<file path="config.mk">
export PLATFORM = sky130hd
export DESIGN_NAME = cinq_norm
export DESIGN_NICKNAME = d
export VERILOG_FILES = /design/src/design/cinq_pkg.sv /design/src/design/cinq_norm.sv
export SDC_FILE = /design/constraint.sdc
export NUM_CORES = 2
export LEC_CHECK = 0
export BUFFER_PORTS_ARGS = -buffer_cell sky130_fd_sc_hd__buf_2
export CORE_MARGIN = 2
export CORE_UTILIZATION = 63
export CTS_CLUSTER_DIAMETER = 60
export DETAILED_ROUTE_END_ITERATION = 8
export PLACE_DENSITY = 0.84
export SLEW_MARGIN = 10
export SYNTH_ARGS = -nofsm -noshare
export SYNTH_HDL_FRONTEND = slang
export SYNTH_SLANG_ARGS = --single-unit
</file>
<file path="constraint.sdc">
create_clock -name clk -period 16.5 [get_ports clk]
set_input_delay 1.65 -clock clk [delete_from_list [all_inputs] [get_ports clk]]
set_output_delay 1.65 -clock clk [all_outputs]
set_load 0.02 [all_outputs]
</file>
<file path="src/design/cinq_pkg.sv">
// shared types and constants of the contour inward normal quad block
package cinq_pkg;

	localparam int NIN_W  = 34;
	localparam int NOUT_W = 32;
	localparam int IDX_W  = 10;
	localparam int FLD_W  = 24;

	localparam logic [1:0] MODE_APPEND = 2'd0;
	localparam logic [1:0] MODE_EMIT   = 2'd1;
	localparam logic [1:0] MODE_CLEAR  = 2'd2;

	// per beat of the quad, bit k for beat k
	localparam logic [5:0] BEAT_USE_J = 6'b010110;
	localparam logic [5:0] BEAT_RAMP  = 6'b110100;

	typedef struct packed {
		logic                    start;
		logic                    frac14;
		logic signed [NIN_W-1:0] a;
		logic signed [NIN_W-1:0] b;
	} norm_req_t;

	typedef struct packed {
		logic                     done;
		logic signed [NOUT_W-1:0] oa;
		logic signed [NOUT_W-1:0] ob;
	} norm_rsp_t;

endpackage

</file>
<file path="src/design/cinq_norm.sv">
// bit-serial vector normaliser: range scaling, integer square root, two divisions
module cinq_norm import cinq_pkg::*; (
	input  logic      clk,
	input  logic      arst_n,
	input  norm_req_t req,
	output norm_rsp_t rsp
);

	localparam logic [2:0] N_IDLE  = 3'd0;
	localparam logic [2:0] N_SHIFT = 3'd1;
	localparam logic [2:0] N_SQA   = 3'd2;
	localparam logic [2:0] N_SQB   = 3'd3;
	localparam logic [2:0] N_SQRT  = 3'd4;
	localparam logic [2:0] N_DINIT = 3'd5;
	localparam logic [2:0] N_DIV   = 3'd6;

	localparam logic [NIN_W-1:0] MX_LO = NIN_W'(1) << 28;
	localparam logic [NIN_W-1:0] MX_HI = NIN_W'(1) << 29;

	logic [2:0]        st_q;
	logic [NIN_W-1:0]  ma_q, mb_q;
	logic              neg_a_q, neg_b_q, f14_q, sel_b_q;
	logic [59:0]       s_q, r_q, bit_q, num_q;
	logic [29:0]       rem_q;
	logic [5:0]        cnt_q;
	logic [NOUT_W-1:0] qa_q;
	logic              done_q;
	logic signed [NOUT_W-1:0] oa_q, ob_q;

	logic [NIN_W-1:0] mag_a, mag_b, mx;
	logic [28:0]      m29;
	logic [57:0]      sq;
	logic [59:0]      root_t, one, quo, quo_c;
	logic [30:0]      rem_next;
	logic             ge;

	assign mag_a = req.a[NIN_W-1] ? NIN_W'(-req.a) : NIN_W'(req.a);
	assign mag_b = req.b[NIN_W-1] ? NIN_W'(-req.b) : NIN_W'(req.b);
	assign mx    = (ma_q > mb_q) ? ma_q : mb_q;
	assign m29   = (st_q == N_SQA) ? ma_q[28:0] : mb_q[28:0];
	assign sq    = m29 * m29;
	assign root_t = r_q + bit_q;
	assign one   = f14_q ? (60'(1) << 14) : (60'(1) << 30);
	assign rem_next = {rem_q, num_q[59]};
	assign ge    = rem_next >= {1'b0, r_q[29:0]};
	assign quo   = {num_q[58:0], ge};
	assign quo_c = (quo > one) ? one : quo;

	always_ff @(posedge clk or negedge arst_n) begin
		if (!arst_n) begin
			st_q   <= N_IDLE;
			done_q <= 1'b0;
		end else begin
			done_q <= 1'b0;
			case (st_q)
				N_IDLE: begin
					if (req.start) begin
						st_q <= N_SHIFT;
					end
				end
				N_SHIFT: begin
					if (mx >= MX_LO && mx < MX_HI) begin
						st_q <= N_SQA;
					end
				end
				N_SQA:   st_q <= N_SQB;
				N_SQB:   st_q <= N_SQRT;
				N_SQRT: begin
					if (cnt_q == 6'd29) begin
						st_q <= N_DINIT;
					end
				end
				N_DINIT: st_q <= N_DIV;
				N_DIV: begin
					if (cnt_q == 6'd59) begin
						if (!sel_b_q) begin
							st_q <= N_DINIT;
						end else begin
							st_q   <= N_IDLE;
							done_q <= 1'b1;
						end
					end
				end
				default: st_q <= N_IDLE;
			endcase
		end
	end

	always_ff @(posedge clk) begin
		case (st_q)
			N_IDLE: begin
				ma_q    <= mag_a;
				mb_q    <= mag_b;
				neg_a_q <= req.a[NIN_W-1];
				neg_b_q <= req.b[NIN_W-1];
				f14_q   <= req.frac14;
				sel_b_q <= 1'b0;
			end
			N_SHIFT: begin
				if (mx < MX_LO) begin
					ma_q <= ma_q << 1;
					mb_q <= mb_q << 1;
				end else if (mx >= MX_HI) begin
					ma_q <= ma_q >> 1;
					mb_q <= mb_q >> 1;
				end
			end
			N_SQA: s_q <= 60'(sq);
			N_SQB: begin
				s_q   <= s_q + 60'(sq);
				r_q   <= '0;
				bit_q <= 60'(1) << 58;
				cnt_q <= '0;
			end
			N_SQRT: begin
				if (s_q >= root_t) begin
					s_q <= s_q - root_t;
					r_q <= (r_q >> 1) + bit_q;
				end else begin
					r_q <= r_q >> 1;
				end
				bit_q <= bit_q >> 2;
				cnt_q <= cnt_q + 6'd1;
			end
			N_DINIT: begin
				num_q <= ((60'(sel_b_q ? mb_q : ma_q)) << (f14_q ? 14 : 30)) + (r_q >> 1);
				rem_q <= '0;
				cnt_q <= '0;
			end
			N_DIV: begin
				num_q <= quo;
				rem_q <= ge ? 30'(rem_next - {1'b0, r_q[29:0]}) : rem_next[29:0];
				cnt_q <= cnt_q + 6'd1;
				if (cnt_q == 6'd59) begin
					if (!sel_b_q) begin
						qa_q    <= NOUT_W'(quo_c);
						sel_b_q <= 1'b1;
					end else begin
						oa_q <= neg_a_q ? -$signed(qa_q) : $signed(qa_q);
						ob_q <= neg_b_q ? -$signed(NOUT_W'(quo_c)) : $signed(NOUT_W'(quo_c));
					end
				end
			end
			default: ;
		endcase
	end

	assign rsp.done = done_q;
	assign rsp.oa   = oa_q;
	assign rsp.ob   = ob_q;

endmodule

</file>
# [Word-level counts from Yosys, hierarchy flattened]
# Cells that the tools add are included.
[word_totals] register_bits=448 input_bits=72 out_inout_bits=65 wordCells=105
[op_classes] add_sub_neg=11 mul=1 magnitude_cmp=8 eq_ne=14 n_shift=1 mux=36 bitwise=1 n_reduce_logical=16
[op_table] operator="one-hot mux 60 bit (2 select lines)" n=3
[op_table] operator="2-to-1 mux 34 bit" n=8
[op_table] operator="one-hot mux 60 bit (3 select lines)" n=1
[op_table] operator="one-hot mux 34 bit (2 select lines)" n=2
[op_table] operator="2-to-1 mux 60 bit" n=2
[op_table] operator="2-to-1 mux 32 bit" n=3
[op_table] operator="negation 34 bit" n=2
[op_table] operator="negation 32 bit" n=2
[op_table] operator="adder 59 x 60 -> 60 bit" n=1
[op_table] operator="adder 60 x 58 -> 60 bit" n=1
[op_table] operator="adder 60 x 59 -> 60 bit" n=1
[op_table] operator="adder 60 bit" n=1
[op_table] operator=">= comparator 60 bit" n=1
[op_table] operator="greater-than comparator 60 x 31 -> 1 bit" n=1
[op_table] operator="one-hot mux 30 bit (2 select lines)" n=1
[op_table] operator="left shift 34 x 5 -> 60 bit" n=1
[op_table] operator="subtractor 60 bit" n=1
[op_table] operator="multiplier 29 x 29 -> 58 bit" n=1
[op_table] operator=">= comparator 34 x 29 -> 1 bit, second input constant" n=1
[op_table] operator=">= comparator 34 x 30 -> 1 bit, second input constant" n=1
[op_table] operator="greater-than comparator 34 bit" n=1
[op_table] operator="< comparator 34 x 29 -> 1 bit, second input constant" n=1
[op_table] operator="< comparator 34 x 30 -> 1 bit, second input constant" n=1
[op_table] operator=">= comparator 31 x 30 -> 1 bit" n=1
[op_table] operator="27 further kinds" n=49

# [Longest topological paths before layout]
[depth] depth_word=6 mapped_depth=49 mapped_depth_nobuf=45

# [Worst setup path before layout]
# OpenSTA, ideal clock, no wires.
[synth_timing] path_kind="register -> register" from="register st_q[2]" to="register s_q[58] (data pin)" t_arrival_ps=11089 t_required_ps=16228 slack_ps=5139 stages_incl_launch_ff=47 n_path_buf=7 period_less_slack_ps=11361 cell_sequence="dfrtp_1 -> clkbuf_1 -> nor3b_1 -> clkbuf_1 -> clkbuf_1 -> nor2_1 -> a21oi_1 -> clkbuf_1 -> clkbuf_1 -> nor2_1 -> fa_1 -> fa_1 -> fa_1 -> inv_1 -> fa_1 -> inv_1 -> fa_1 -> inv_1 -> [... 11 more ...] -> a211oi_2 -> nor2_1 -> a31o_2 -> a31oi_1 -> o21ai_0 -> xor2_1 -> ha_1 -> clkbuf_1 -> a21o_1 -> a21oi_1 -> a21o_1 -> a21oi_1 -> or3b_2 -> a31o_2 -> a21o_1 -> a221oi_1 -> xor2_1 -> o22ai_1"
[synth_between] elab_chain_cells=5
[synth_rtl] item="start, declared" line_no="cinq_norm.sv:20" source="logic [2:0] st_q;"
[synth_rtl] item="start signal, assigned" line_no="cinq_norm.sv:51" source="st_q <= N_IDLE;"
[synth_rtl] item="start signal, assigned" line_no="cinq_norm.sv:58" source="st_q <= N_SHIFT;"
[synth_rtl] item="start signal, assigned" line_no="cinq_norm.sv:63" source="st_q <= N_SQA;"
[synth_rtl] item="== test 3 x 2 -> 1 bit" line_no="cinq_norm.sv:40, cinq_norm.sv:90"
[synth_rtl] item="2-to-1 mux 29 bit" line_no="cinq_norm.sv:40" source="assign m29 = (st_q == N_SQA) ? ma_q[28:0] : mb_q[28:0];"
[synth_rtl] item="multiplier 29 x 29 -> 58 bit" line_no="cinq_norm.sv:41" source="assign sq = m29 * m29;"
[synth_rtl] item="adder 60 x 58 -> 60 bit" line_no="cinq_norm.sv:110" source="s_q <= s_q + 60'(sq);"
[synth_rtl] item="one-hot mux 60 bit (3 select lines) *" line_no="cinq_norm.sv:90" source="case (st_q)"
[synth_rtl] item="end signal, assigned" line_no="cinq_norm.sv:108" source="N_SQA: s_q <= 60'(sq);"
[synth_rtl] item="end signal, assigned" line_no="cinq_norm.sv:110"
[synth_rtl] item="end signal, assigned" line_no="cinq_norm.sv:117" source="s_q <= s_q - root_t;"
[synth_rtl] item="end, declared" line_no="cinq_norm.sv:23" source="logic [59:0] s_q, r_q, bit_q, num_q;"
# Mark *: on every way between the ends. The rest lies on a longest branch, timed or not.
# A chain may end at the register's enable or synchronous reset.

# [Worst setup path after layout]
[layout_timing] from="register st_q[0]" to="register s_q[53] (data pin)"
# The elaborated chain is that of the path after synthesis.

==> impl_results.md <==
- Result of the run: finished clean
- Routed via count: 51.45k
- Fin crit period: 13450 ps
- TritonCTS Buffers: 55
- Number of enable-type register cells in the synthesized netlist: 414
- Arrival time of data at the critical path endpoint: 13810 ps
- DRC violation total after the first TritonRoute iteration: 5639
- Clock tree from TritonCTS: yes
- Achievable clock frequency: 74.37 MHz
- Library cell occupying the most area in the post-synthesis netlist: fa_1
- Worst Setup Path Type: reg -> reg
- CTS max path bufs: 3
- # DRC: 0
- Share of synthesized area occupied by flip-flops and latches: 20.67%
- Summed instance area of the synthesized netlist: 60640 um^2
- Horizontal die dimension: 314.2 um
- Worst Skew: 70.12 ps
- Family with the most delay on the worst path: adder cells
- Global-route congestion overflow total: 0
- Slowest Stage Delay on Critical Path: 890 ps
- Crit path top cell by count: fa_1
- Ports: 137
- Maximum level of the CTS H-tree: 2
- Cells resized by post-CTS repair: 0
- Share of synthesized registers carrying an async set or reset: 0.9569%
- Setup tns final: 0 ps
- Initial cell density of the core: 63.73%
- Clock insertion delay at the later pin of the skew report: 680 ps
- Fraction of layout instances using a drive strength above 1: 5.658%
- Floorplan Core Area: 95150 um^2
- Final RePlAce weighted congestion: 1.016
- Post-Syn Area per Cell: 8.889 um^2
- Kind of end point of the critical path: register
- Maximum fanout encountered on the critical timing path: 66
- CTS Root Buffer Type: clkbuf_16
- Crit path launch: st_q[0]$_DFFE_PN0P_
- Post-detailed-placement half-perimeter wirelength: 141.8 mm
- Final hold vios: 0
- Area fraction of the dominant cell type after synthesis: 21.56%
- Post-cts hold buffer count: 0
- Synth top cells by count: 1011 x inv_1, 669 x nor2_1, 653 x fa_1
- Most numerous cell in the Yosys netlist: inv_1
- Sinks on the clock net: 418
- Hold path startpoint: qa_q[0]$_DFFE_PP_
- Net total in the final layout: 8089
- WL/cell: 22.18 um
- Number of standard-cell rows in the floorplan: 113
- Via density per instance: 6.332
- Crit path buf inv count: 6
- Sum of routed wire length over all layers: 180.2 mm
- Post-Place Cells: 8020
- Critical Path Source Type: register
- Final setup violation count: 0
- Setup repair after global routing missed its margin: no
- GRT Resource Usage Total: 36.62%
- Slew Viols, Final: 0
- Antenna Violating Nets Remaining: 0
- Worst Max-Slew Pin Slew: 1189 ps
- Flip-flop and latch count after synthesis: 418
- Post-synthesis instance total: 6822
- Setup repair bufs after CTS: 0
- Die Ht: 314.2 um
- # port buffers: 136
- Required time of the worst setup path: 16860 ps
- Top cells by area in the synthesized netlist: fa_1 22%, edfxtp_1 21%, ha_1 11%, inv_1 6.3%, nor2_1 4.1%
- Cell variety after synth: 85
- Largest net degree at the start of global routing: 94
- Synth-to-layout area growth: 5.977%
- Fin crit share: 81.49%
- Worst slew slack as a fraction of its limit: 20.67%
- Worst min-delay path category: reg -> reg
- Dominant synthesized flop cell: edfxtp_1
- YS warnings: 0
- Synthesized Nets: 8099
- Critical Path Slowest Stage Cell: clkinv_1
- Antenna violations before repair: 5
- Number of global-route vias before repair: 51.61k
- Number of maximum-capacitance constraint violations: 0
- Global-route wire length before repair: 282.5 mm
- Clock-pin slew reported for the worst setup and hold paths after clock tree synthesis: 60 ps
- Drt first pass iters: 6
- Finished Layout Cells: 8124
- Reg2reg start: st_q[0]$_DFFE_PN0P_
- Area of the die: 98750 um^2
==> through the flow <==
step	cell area, um^2	setup slack [ps]	utilization (%)	hold WS [ps]
after floorplan	60640	5139	-	450.0
after global placement	62470	3610	65.65	470.8
after detailed placement	62470	3414	65.65	477.1
after CTS	64260	3344	67.53	491.8
after global routing	64260	2512	67.53	505.0
final	64260	3054	67.54	491.4
==> registers in the layout (all words and copies together) (netlist names) <==
register  count
bit_q        30
cnt_q         6
done_q        1
f14_q         1
ma_q         34
mb_q         34
neg_a_q       1
neg_b_q       1
num_q        60
oa_q         32
ob_q         32
qa_q         32
r_q          60
rem_q        30
s_q          60
sel_b_q       1
st_q          3
==> worst reg2reg max path: cells and delay by family (launching register included) <==
kind	cells	cell delay (ps)
adder cells (fa/ha/maj)	10	4740
AO/OA/AOI/OAI	14	4210
buffers and inverters	6	1700
AND/OR/NAND/NOR	5	1110
XOR/XNOR	2	760
flip-flops	1	600
==> cell usage in the layout, fill, tap and decap left out, types with 56 or more instances in the layout <==
cell type and count:
fa_1 653, a31oi_1 82, xnor2_1 286, nand2_1 574, and3_1 62, ha_1 552
nand3_1 78, mux2i_1 98, nor2_1 663, buf_4 56, o21ai_0 327, nor3_1 76
a21o_1 197, a21oi_1 407, xor2_1 189, nand4_1 76, inv_1 1009, buf_2 136
edfxtp_1 414
==> path summary, 6_finish.rpt <==
kind                                  endpoint  slack [ps]  cells past startpoint
min in group asynchronous  st_q[0]$_DFFE_PN0P_         820                      1
min reg2reg                  oa_q[0]$_DFFE_PP_         490                      0
max                          s_q[53]$_DFFE_PP_        3050                     37
max in group asynchronous  st_q[2]$_DFFE_PN0P_       15470                      1
min                          oa_q[0]$_DFFE_PP_         490                      0
max reg2reg                  s_q[53]$_DFFE_PP_        3050                     37
==> layer usage <==
layer / routed length, um / global-route usage [%] / share of wire, %
met1: 68530 / 48.02 / 38
met2: 81050 / 57.58 / 45
met3: 19690 / 7.543 / 11
met4: 10800 / 18.95 / 6.0
met5: 96 / 0.5319 / 0.053
==> cell type report <==
class	count	area (um^2)
diodes	2	5.005
inverters	1028	3860
well taps	1265	1583
repair buffers	192	1101
clock buffers	64	1440
flip-flops and latches	418	12530
multi-input cells	5117	43390
fillers	7417	30890
clock inverters	38	352.8
==> logic make-up (layout without fill, tap and decap cells) <==
group	after synthesis	after routing	share of synthesized area, %
flip-flops	418	418	20.67
AND/OR/NAND/NOR	1839	1839	13.71
XOR/XNOR	475	475	6.861
AO/OA/AOI/OAI	1474	1474	15.39
buffers and inverters	1287	1322	7.998
other	1	3	0.006184
multiplexers	123	123	2.420
adder cells (fa/ha/maj)	1205	1205	32.95
Power is not shown: default switching activity piles up to over one toggle a cycle in this logic, so the estimate is an artifact.
